## src/design/pwq_pkg.sv

```systemverilog
package pwq_pkg;

  // default store depth
  localparam int QUEUE_DEPTH_DEF = 16;

  // action codes
  localparam logic ACT_PUSH = 1'b0;
  localparam logic ACT_POP  = 1'b1;

  // status codes
  localparam logic [1:0] ST_OK    = 2'd0;
  localparam logic [1:0] ST_FULL  = 2'd1;
  localparam logic [1:0] ST_EMPTY = 2'd2;

  // input word
  typedef struct packed {
    logic        action;
    logic [7:0]  job_priority;
    logic [15:0] job_handle;
    logic [15:0] job_length;
  } in_word_t;

  // result word
  typedef struct packed {
    logic [1:0]  status;
    logic [15:0] out_handle;
    logic [15:0] out_length;
    logic [7:0]  out_priority;
    logic [4:0]  pending_count;
  } out_word_t;

  // one stored job
  typedef struct packed {
    logic [7:0]  prio;
    logic [15:0] handle;
    logic [15:0] length;
  } entry_t;

  localparam int ENTRY_W = $bits(entry_t);

endpackage

```

## src/design/pwq_ram.sv

```systemverilog
module pwq_ram #(
  parameter int WIDTH = pwq_pkg::ENTRY_W,
  parameter int DEPTH = pwq_pkg::QUEUE_DEPTH_DEF
) (
  input  logic                     clk,
  input  logic                     wr_en,
  input  logic [$clog2(DEPTH)-1:0] wr_addr,
  input  logic [WIDTH-1:0]         wr_data,
  input  logic                     rd_en,
  input  logic [$clog2(DEPTH)-1:0] rd_addr,
  output logic [WIDTH-1:0]         rd_data
);

  logic [WIDTH-1:0] mem [DEPTH];

  // one write port, one registered read port
  always_ff @(posedge clk) begin
    if (wr_en) begin
      mem[wr_addr] <= wr_data;
    end
    if (rd_en) begin
      rd_data <= mem[rd_addr];
    end
  end

endmodule

```

## src/design/priority_work_queue.sv

```systemverilog
// channel   ports                          word
// ------    -----------------------------  ----------------------
// input     in_valid  in_ready  in_data    pwq_pkg::in_word_t
// result    out_valid out_ready out_data   pwq_pkg::out_word_t
//
// one word is in flight at a time; a push or an empty-queue pop goes from idle
// straight to done. a pop of a non-empty queue scans every job, with
// one store read per cycle while scanning, then one read and one write per
// cycle while the jobs after the winner move down.
// synchronous active-low reset empties the queue; the job store needs no clear.
// a result that waits on out_ready holds the block in its final state.
module priority_work_queue #(
  parameter int QUEUE_DEPTH = pwq_pkg::QUEUE_DEPTH_DEF
) (
  input  logic                clk,
  input  logic                rst_n,
  input  logic                in_valid,
  output logic                in_ready,
  input  pwq_pkg::in_word_t   in_data,
  output logic                out_valid,
  input  logic                out_ready,
  output pwq_pkg::out_word_t  out_data
);

  localparam int AW = $clog2(QUEUE_DEPTH);
  localparam int CW = $clog2(QUEUE_DEPTH + 1);

  typedef enum logic [3:0] {
    S_IDLE  = 4'b0001,
    S_SCAN  = 4'b0010,
    S_SHIFT = 4'b0100,
    S_DONE  = 4'b1000
  } state_t;

  state_t              state_r, state_nxt;
  logic [CW-1:0]       count_r, count_nxt;
  logic [AW-1:0]       rd_idx_r, rd_idx_nxt;
  logic [AW-1:0]       best_idx_r, best_idx_nxt;
  pwq_pkg::entry_t     best_r, best_nxt;
  pwq_pkg::out_word_t  res_r, res_nxt;
  pwq_pkg::out_word_t  out_data_r, out_data_nxt;
  logic                out_valid_r, out_valid_nxt;

  logic                ram_wr_en;
  logic [AW-1:0]       ram_wr_addr;
  pwq_pkg::entry_t     ram_wr_data;
  logic                ram_rd_en;
  logic [AW-1:0]       ram_rd_addr;
  pwq_pkg::entry_t     ram_rd_data;

  logic                rd_last;
  logic                take_new;
  logic [AW-1:0]       scan_best_idx;
  pwq_pkg::entry_t     scan_best;
  pwq_pkg::entry_t     push_entry;

  // job store; scan and move-down never touch the same entry in one cycle
  pwq_ram #(
    .WIDTH (pwq_pkg::ENTRY_W),
    .DEPTH (QUEUE_DEPTH)
  ) u_store (
    .clk     (clk),
    .wr_en   (ram_wr_en),
    .wr_addr (ram_wr_addr),
    .wr_data (ram_wr_data),
    .rd_en   (ram_rd_en),
    .rd_addr (ram_rd_addr),
    .rd_data (ram_rd_data)
  );

  assign in_ready  = (state_r == S_IDLE);
  assign out_valid = out_valid_r;
  assign out_data  = out_data_r;

  assign push_entry.prio   = in_data.job_priority;
  assign push_entry.handle = in_data.job_handle;
  assign push_entry.length = in_data.job_length;

  // data on the read port belongs to the last live entry
  assign rd_last = ((CW'(rd_idx_r) + CW'(1)) == count_r);

  // running maximum, earliest arrival kept on ties
  assign take_new      = (rd_idx_r == '0) || (ram_rd_data.prio > best_r.prio);
  assign scan_best_idx = take_new ? rd_idx_r : best_idx_r;
  assign scan_best     = take_new ? ram_rd_data : best_r;

  // sequencer
  always_comb begin
    state_nxt    = state_r;
    count_nxt    = count_r;
    rd_idx_nxt   = rd_idx_r;
    best_idx_nxt = best_idx_r;
    best_nxt     = best_r;
    res_nxt      = res_r;
    out_data_nxt = out_data_r;
    ram_wr_en    = 1'b0;
    ram_wr_addr  = '0;
    ram_wr_data  = push_entry;
    ram_rd_en    = 1'b0;
    ram_rd_addr  = '0;

    out_valid_nxt = out_valid_r && !out_ready;

    case (state_r)
      S_IDLE: begin
        if (in_valid) begin
          res_nxt = '0;
          if (in_data.action == pwq_pkg::ACT_PUSH) begin
            if (count_r == CW'(QUEUE_DEPTH)) begin
              res_nxt.status        = pwq_pkg::ST_FULL;
              res_nxt.pending_count = 5'(count_r);
            end else begin
              ram_wr_en             = 1'b1;
              ram_wr_addr           = AW'(count_r);
              count_nxt             = count_r + CW'(1);
              res_nxt.status        = pwq_pkg::ST_OK;
              res_nxt.pending_count = 5'(count_r + CW'(1));
            end
            state_nxt = S_DONE;
          end else if (count_r == '0) begin
            res_nxt.status        = pwq_pkg::ST_EMPTY;
            res_nxt.pending_count = 5'(count_r);
            state_nxt             = S_DONE;
          end else begin
            ram_rd_en   = 1'b1;
            ram_rd_addr = '0;
            rd_idx_nxt  = '0;
            state_nxt   = S_SCAN;
          end
        end
      end

      S_SCAN: begin
        best_nxt     = scan_best;
        best_idx_nxt = scan_best_idx;
        if (!rd_last) begin
          ram_rd_en   = 1'b1;
          ram_rd_addr = rd_idx_r + AW'(1);
          rd_idx_nxt  = rd_idx_r + AW'(1);
        end else if ((CW'(scan_best_idx) + CW'(1)) < count_r) begin
          // later jobs move down one place
          ram_rd_en   = 1'b1;
          ram_rd_addr = scan_best_idx + AW'(1);
          rd_idx_nxt  = scan_best_idx + AW'(1);
          state_nxt   = S_SHIFT;
        end else begin
          count_nxt             = count_r - CW'(1);
          res_nxt.status        = pwq_pkg::ST_OK;
          res_nxt.out_handle    = scan_best.handle;
          res_nxt.out_length    = scan_best.length;
          res_nxt.out_priority  = scan_best.prio;
          res_nxt.pending_count = 5'(count_r - CW'(1));
          state_nxt             = S_DONE;
        end
      end

      S_SHIFT: begin
        ram_wr_en   = 1'b1;
        ram_wr_addr = rd_idx_r - AW'(1);
        ram_wr_data = ram_rd_data;
        if (!rd_last) begin
          ram_rd_en   = 1'b1;
          ram_rd_addr = rd_idx_r + AW'(1);
          rd_idx_nxt  = rd_idx_r + AW'(1);
        end else begin
          count_nxt             = count_r - CW'(1);
          res_nxt.status        = pwq_pkg::ST_OK;
          res_nxt.out_handle    = best_r.handle;
          res_nxt.out_length    = best_r.length;
          res_nxt.out_priority  = best_r.prio;
          res_nxt.pending_count = 5'(count_r - CW'(1));
          state_nxt             = S_DONE;
        end
      end

      S_DONE: begin
        if (!out_valid_r || out_ready) begin
          out_data_nxt  = res_r;
          out_valid_nxt = 1'b1;
          state_nxt     = S_IDLE;
        end
      end

      default: begin
        state_nxt = S_IDLE;
      end
    endcase
  end

  // control registers
  always_ff @(posedge clk) begin
    if (!rst_n) begin
      state_r     <= S_IDLE;
      count_r     <= '0;
      out_valid_r <= 1'b0;
    end else begin
      state_r     <= state_nxt;
      count_r     <= count_nxt;
      out_valid_r <= out_valid_nxt;
    end
  end

  // payload registers
  always_ff @(posedge clk) begin
    rd_idx_r   <= rd_idx_nxt;
    best_idx_r <= best_idx_nxt;
    best_r     <= best_nxt;
    res_r      <= res_nxt;
    out_data_r <= out_data_nxt;
  end

endmodule

```

## config.mk

```make
export PLATFORM = sky130hd
export DESIGN_NAME = priority_work_queue
export DESIGN_NICKNAME = d
export VERILOG_FILES = /design/src/design/pwq_pkg.sv /design/src/design/pwq_ram.sv /design/src/design/priority_work_queue.sv
export SDC_FILE = /design/constraint.sdc
export NUM_CORES = 1
export LEC_CHECK = 0
export ABC_AREA = 0
export BUFFER_PORTS_ARGS = -buffer_cell sky130_fd_sc_hd__buf_2
export CELL_PAD_IN_SITES_DETAIL_PLACEMENT = 1
export CELL_PAD_IN_SITES_GLOBAL_PLACEMENT = 1
export CORE_ASPECT_RATIO = 0.5
export CORE_MARGIN = 4
export CORE_UTILIZATION = 55
export CTS_BUF_LIST = sky130_fd_sc_hd__clkbuf_4
export DETAILED_ROUTE_END_ITERATION = 6
export MAX_ROUTING_LAYER = met4
export PLACE_DENSITY_LB_ADDON = 0.15
export SLEW_MARGIN = 20
export SYNTH_ARGS = -nofsm -noshare
export SYNTH_HDL_FRONTEND = slang
export SYNTH_SLANG_ARGS = --single-unit
```

## constraint.sdc

```tcl
create_clock -name clk -period 16.8 [get_ports clk]
set_input_delay 0.84 -clock clk [delete_from_list [all_inputs] [get_ports clk]]
set_output_delay 0.84 -clock clk [all_outputs]
set_load 0.01 [all_outputs]
```

==> impl_metrics.py <==
metrics = {
    "synth": {
        "synth.area.mux_share": 0.160,
        "syn_avg_cell_area_um2": 19.9,
        "synth_area_um2": 32900,
        "synth_nets": 1718,
        "synth_compound_area_frac": 0.0281,
        "synth_top_family_by_area": "multiplexers",
        "synthAdderAreaFrac": 0.00722,
        "synth-seq-cells": 832,
        "synth_edf_count": 822,
        "postSynthCellCount": 1654,
        "synthXorXnorAreaFrac": 0.00213,
        "async_flop_share": 0,
        "yosys.area_share.simple": 0.0319,
        "yosysSeqAreaShare": 0.756,
        "synth_cell_types": 60,
        "ys_warn_count": 0,
        "ys.flop_type": "edfxtp_1",
    },
    "timing": {
        "slew_violations": 0,
        "final.min_clock_period_ns": 8.82,
        "period_share": 0.525,
        "rsz0062_at_grt": "false",
        "tns_ns": 0,
        "worstMarginPinSlew_ns": 1.13,
        "max_freq_ghz": 0.113,
        "relSlewSlack": 0.250,
        "final_hold_viol_count": 0,
        "fin_worst_skew_ns": 0.0671,
        "setup_violations": 0,
    },
    "global_routing": {
        "grt_util_met2": 0.396,
        "globalRouteTotalUtil": 0.271,
        "busiest_layer": "met2",
        "antenna_found_initial": 7,
        "grt_first_pass_wirelength_um": 122000,
        "use_met1": 0.385,
        "grt-ovfl-total": 0,
        "first_global_vias": 18500,
        "grt_max_degree": 74,
        "gr-usage-met3": 0.0704,
    },
    "worst_setup_path": {
        "cp.depth": 22,
        "critPathTopFamily": "buffers and inverters",
        "cp_num_buf_inv": 4,
        "critical_path_required_ns": 17.47,
        "crit_path_end": "u_store.rd_data[26]$_DFFE_PP_",
        "crit_arrival_ns": 9.49,
        "crit_type": "flip-flop to flip-flop",
        "slowest_delay_ns": 0.90,
        "crit-reg2reg-capture": "u_store.rd_data[26]$_DFFE_PP_",
        "start_kind": "flip-flop",
        "worst-r2r-cell-count": 22,
        "worst_path_max_delay_cell": "buf_4",
        "cp_cell_sequence": "inv_1, ha_1, nor3b_1, nor3_4, buf_4, mux2_2, ha_1, or3_1, a211o_1, nand2_1, ha_1, a21o_1, a21o_1, a21oi_1, and3_1, a211o_1, a31o_4, buf_4, buf_4, mux4_2, mux2i_1, mux2i_1",
        "r2r_slack_ns": 7.98,
        "cp_max_fo": 50,
        "cp-end-kind": "flip-flop",
        "critPathLaunch": "rd_idx_r[0]$_DFFE_PP_",
        "reg2reg_from": "rd_idx_r[0]$_DFFE_PP_",
    },
    "floorplan": {
        "core_um2": 59200,
        "die_h_um": 181,
        "io_pins": 94,
        "initial_utilization": 0.556,
        "core.rowCount": 63,
        "die-area_um2": 64100,
        "die_x_um": 354,
    },
    "route": {
        "final_antenna_net_count": 0,
        "routedWlPerCell_um": 29.3,
        "drt-vias-per-instance": 6.17,
        "num_vias": 17500,
        "drcViolationCount": 0,
        "drtPass1Iterations": 5,
        "drtIter0Drc": 1989,
        "wirelength_um": 82800,
    },
    "cells_and_area": {
        "n_fill_cell": 5099,
        "nNetsFinal": 1948,
        "seqCellArea_um2": 24900,
        "layout-drive-gt1-share": 0.326,
        "multi_input_area_um2": 7770,
        "fin_area_um2": 36800,
        "syn2layout_area_growth_pct": 11.8,
    },
    "cts": {
        "cts_hold_buf": 0,
        "path_clk_slew_ns": 0.07,
        "cts_root_buffer": "clkbuf_4",
        "cts_tree": "built",
        "clk_latency_ns": 0.98,
        "htreeDepth": 4,
        "clkSinkCount": 832,
        "cts_buffer_depth": 3,
        "ctsResizeCount": 0,
        "cts_buffers": 180,
        "cts_setup_buffers": 0,
    },
    "job": {
        "max_cap_violations": 0,
    },
    "power": {
        "ir_worst_vdd_mv": 0.0592,
        "p_leak_nw": 12.5,
        "pwr_density_cell_nw_per_um2": 122,
    },
    "placement": {
        "place.gp.congestion": 0.832,
        "portBuffers": 93,
        "place_area_um2": 34500,
        "hpwl_um": 44900,
    },
    "status": {
        "run_status": "complete, no violations",
    },
    "worst_hold_path": {
        "min_path_type": "input pin to flip-flop",
    },
}
[cells in the mapped netlist, drive strengths merged (3+ instances only)]
| library cell | instances | area (um^2) |
|---|---|---|
| and2 | 4 | 25.0 |
| and3 | 3 | 18.8 |
| mux2 | 41 | 462 |
| buf | 38 | 248 |
| nand2 | 158 | 593 |
| mux4 | 160 | 3600 |
| a211o | 4 | 35.0 |
| inv | 21 | 78.8 |
| a21boi | 4 | 30.0 |
| nand4 | 5 | 37.5 |
| a22o | 35 | 307 |
| mux2i | 120 | 1200 |
| ha | 19 | 238 |
| a21oi | 16 | 83.8 |
| nor3 | 8 | 45.0 |
| clkbuf | 43 | 161 |
| xnor2 | 5 | 43.8 |
| o21a | 3 | 22.5 |
| a31oi | 3 | 18.8 |
| o41ai | 4 | 35.0 |
| nor2 | 39 | 154 |
| edfxtp | 822 | 24700 |
| nor2b | 6 | 37.5 |
| dfxtp | 10 | 200 |
| o211ai | 3 | 22.5 |
| a211oi | 3 | 35.0 |
| o21ai | 30 | 150 |
| a21o | 3 | 22.5 |
| xor2 | 3 | 26.3 |
| nand3 | 10 | 50.1 |
[report_power, final]
part           total (mW)  internal, mW  switching, mW
Clock                1.56         0.792          0.773
Combinational       0.404         0.129          0.275
Sequential           2.51          2.45         0.0559
Total                4.48          3.38           1.10
[cell usage in the layout, fill, tap and decap left out, drive strengths merged, types with 3 or more instances in the layout]
cell | netlist | final
a211o | 4 | 4
a211oi | 3 | 3
a21boi | 4 | 4
a21o | 3 | 3
a21oi | 16 | 16
a22o | 35 | 35
a31oi | 3 | 3
and2 | 4 | 4
and3 | 3 | 3
buf | 38 | 129
clkbuf | 43 | 284
clkinv | 0 | 23
dfxtp | 10 | 10
diode | 0 | 3
edfxtp | 822 | 822
ha | 19 | 19
inv | 21 | 24
mux2 | 41 | 41
mux2i | 120 | 120
mux4 | 160 | 160
nand2 | 158 | 158
nand3 | 10 | 10
nand4 | 5 | 5
nor2 | 39 | 39
nor2b | 6 | 6
nor3 | 8 | 8
o211ai | 3 | 3
o21a | 3 | 3
o21ai | 30 | 30
o41ai | 4 | 4
xnor2 | 5 | 5
xor2 | 3 | 3
[worst min-delay path by stage]
stage	start	depth (start not counted)	slack, ns	end
after floorplan	res_r[0]$_DFFE_PP_	0	0.40	out_data[0]$_DFFE_PP_
after global routing	rst_n	2	0.13	state_r[0]$_SDFFE_PN1P_
after CTS	rst_n	2	0.08	state_r[0]$_SDFFE_PN1P_
after global placement	res_r[45]$_DFFE_PP_	0	0.40	out_data[45]$_DFFE_PP_
final	rst_n	2	0.20	state_r[0]$_SDFFE_PN1P_
after detailed placement	res_r[17]$_DFFE_PP_	0	0.41	out_data[17]$_DFFE_PP_
[cell families (layout without fill, tap and decap cells)]
logic type               after synthesis  in the layout
buffers and inverters                102            463
AO/OA/AOI/OAI                        127            127
XOR/XNOR                               8              8
multiplexers                         321            321
adder cells (fa/ha/maj)               19             19
other                                  0              3
AND/OR/NAND/NOR                      245            245
flip-flops                           832            832
[layout make-up]
type	count	share of cell area
Sequential cell	832	0.676
Multi-Input combinational cell	720	0.211
Clock buffer	284	0.0579
Tap cell	812	0.0276
Timing Repair Buffer	129	0.0200
Clock inverter	29	0.00466
Inverter	21	0.00218
Antenna cell	3	0.000204
[metal layers]
layer,part of all wire,vias up
li1,-,7274
met1,0.42,9226
met2,0.46,838
met3,0.096,122
met4,0.018,0
met5,0,-
[metrics by stage]
| stage | cells | worst slack, ns | power, mW | hold slack, ns | util |
|---|---|---|---|---|---|
| after global placement | 2514 | 8.30 | 2.93 | 0.401 | 0.583 |
| after detailed placement | 2514 | 7.93 | 2.96 | 0.407 | 0.583 |
| after CTS | 2827 | 7.93 | 4.52 | 0.0801 | 0.621 |
| final | 2830 | 7.98 | 4.48 | 0.197 | 0.622 |
| after floorplan | 1654 | 9.98 | 2.79 | 0.400 | - |
| after global routing | 2830 | 7.40 | 4.69 | 0.128 | 0.622 |
[flip-flops by register name, summed over array words and instances, names as in the netlist]
register,cells
state_r,4
best_idx_r,4
count_r,5
u_store.mem,640
out_data,47
best_r,40
out_valid,1
u_store.rd_data,40
res_r,47
rd_idx_r,4
Power figures use the tool's default switching activity.
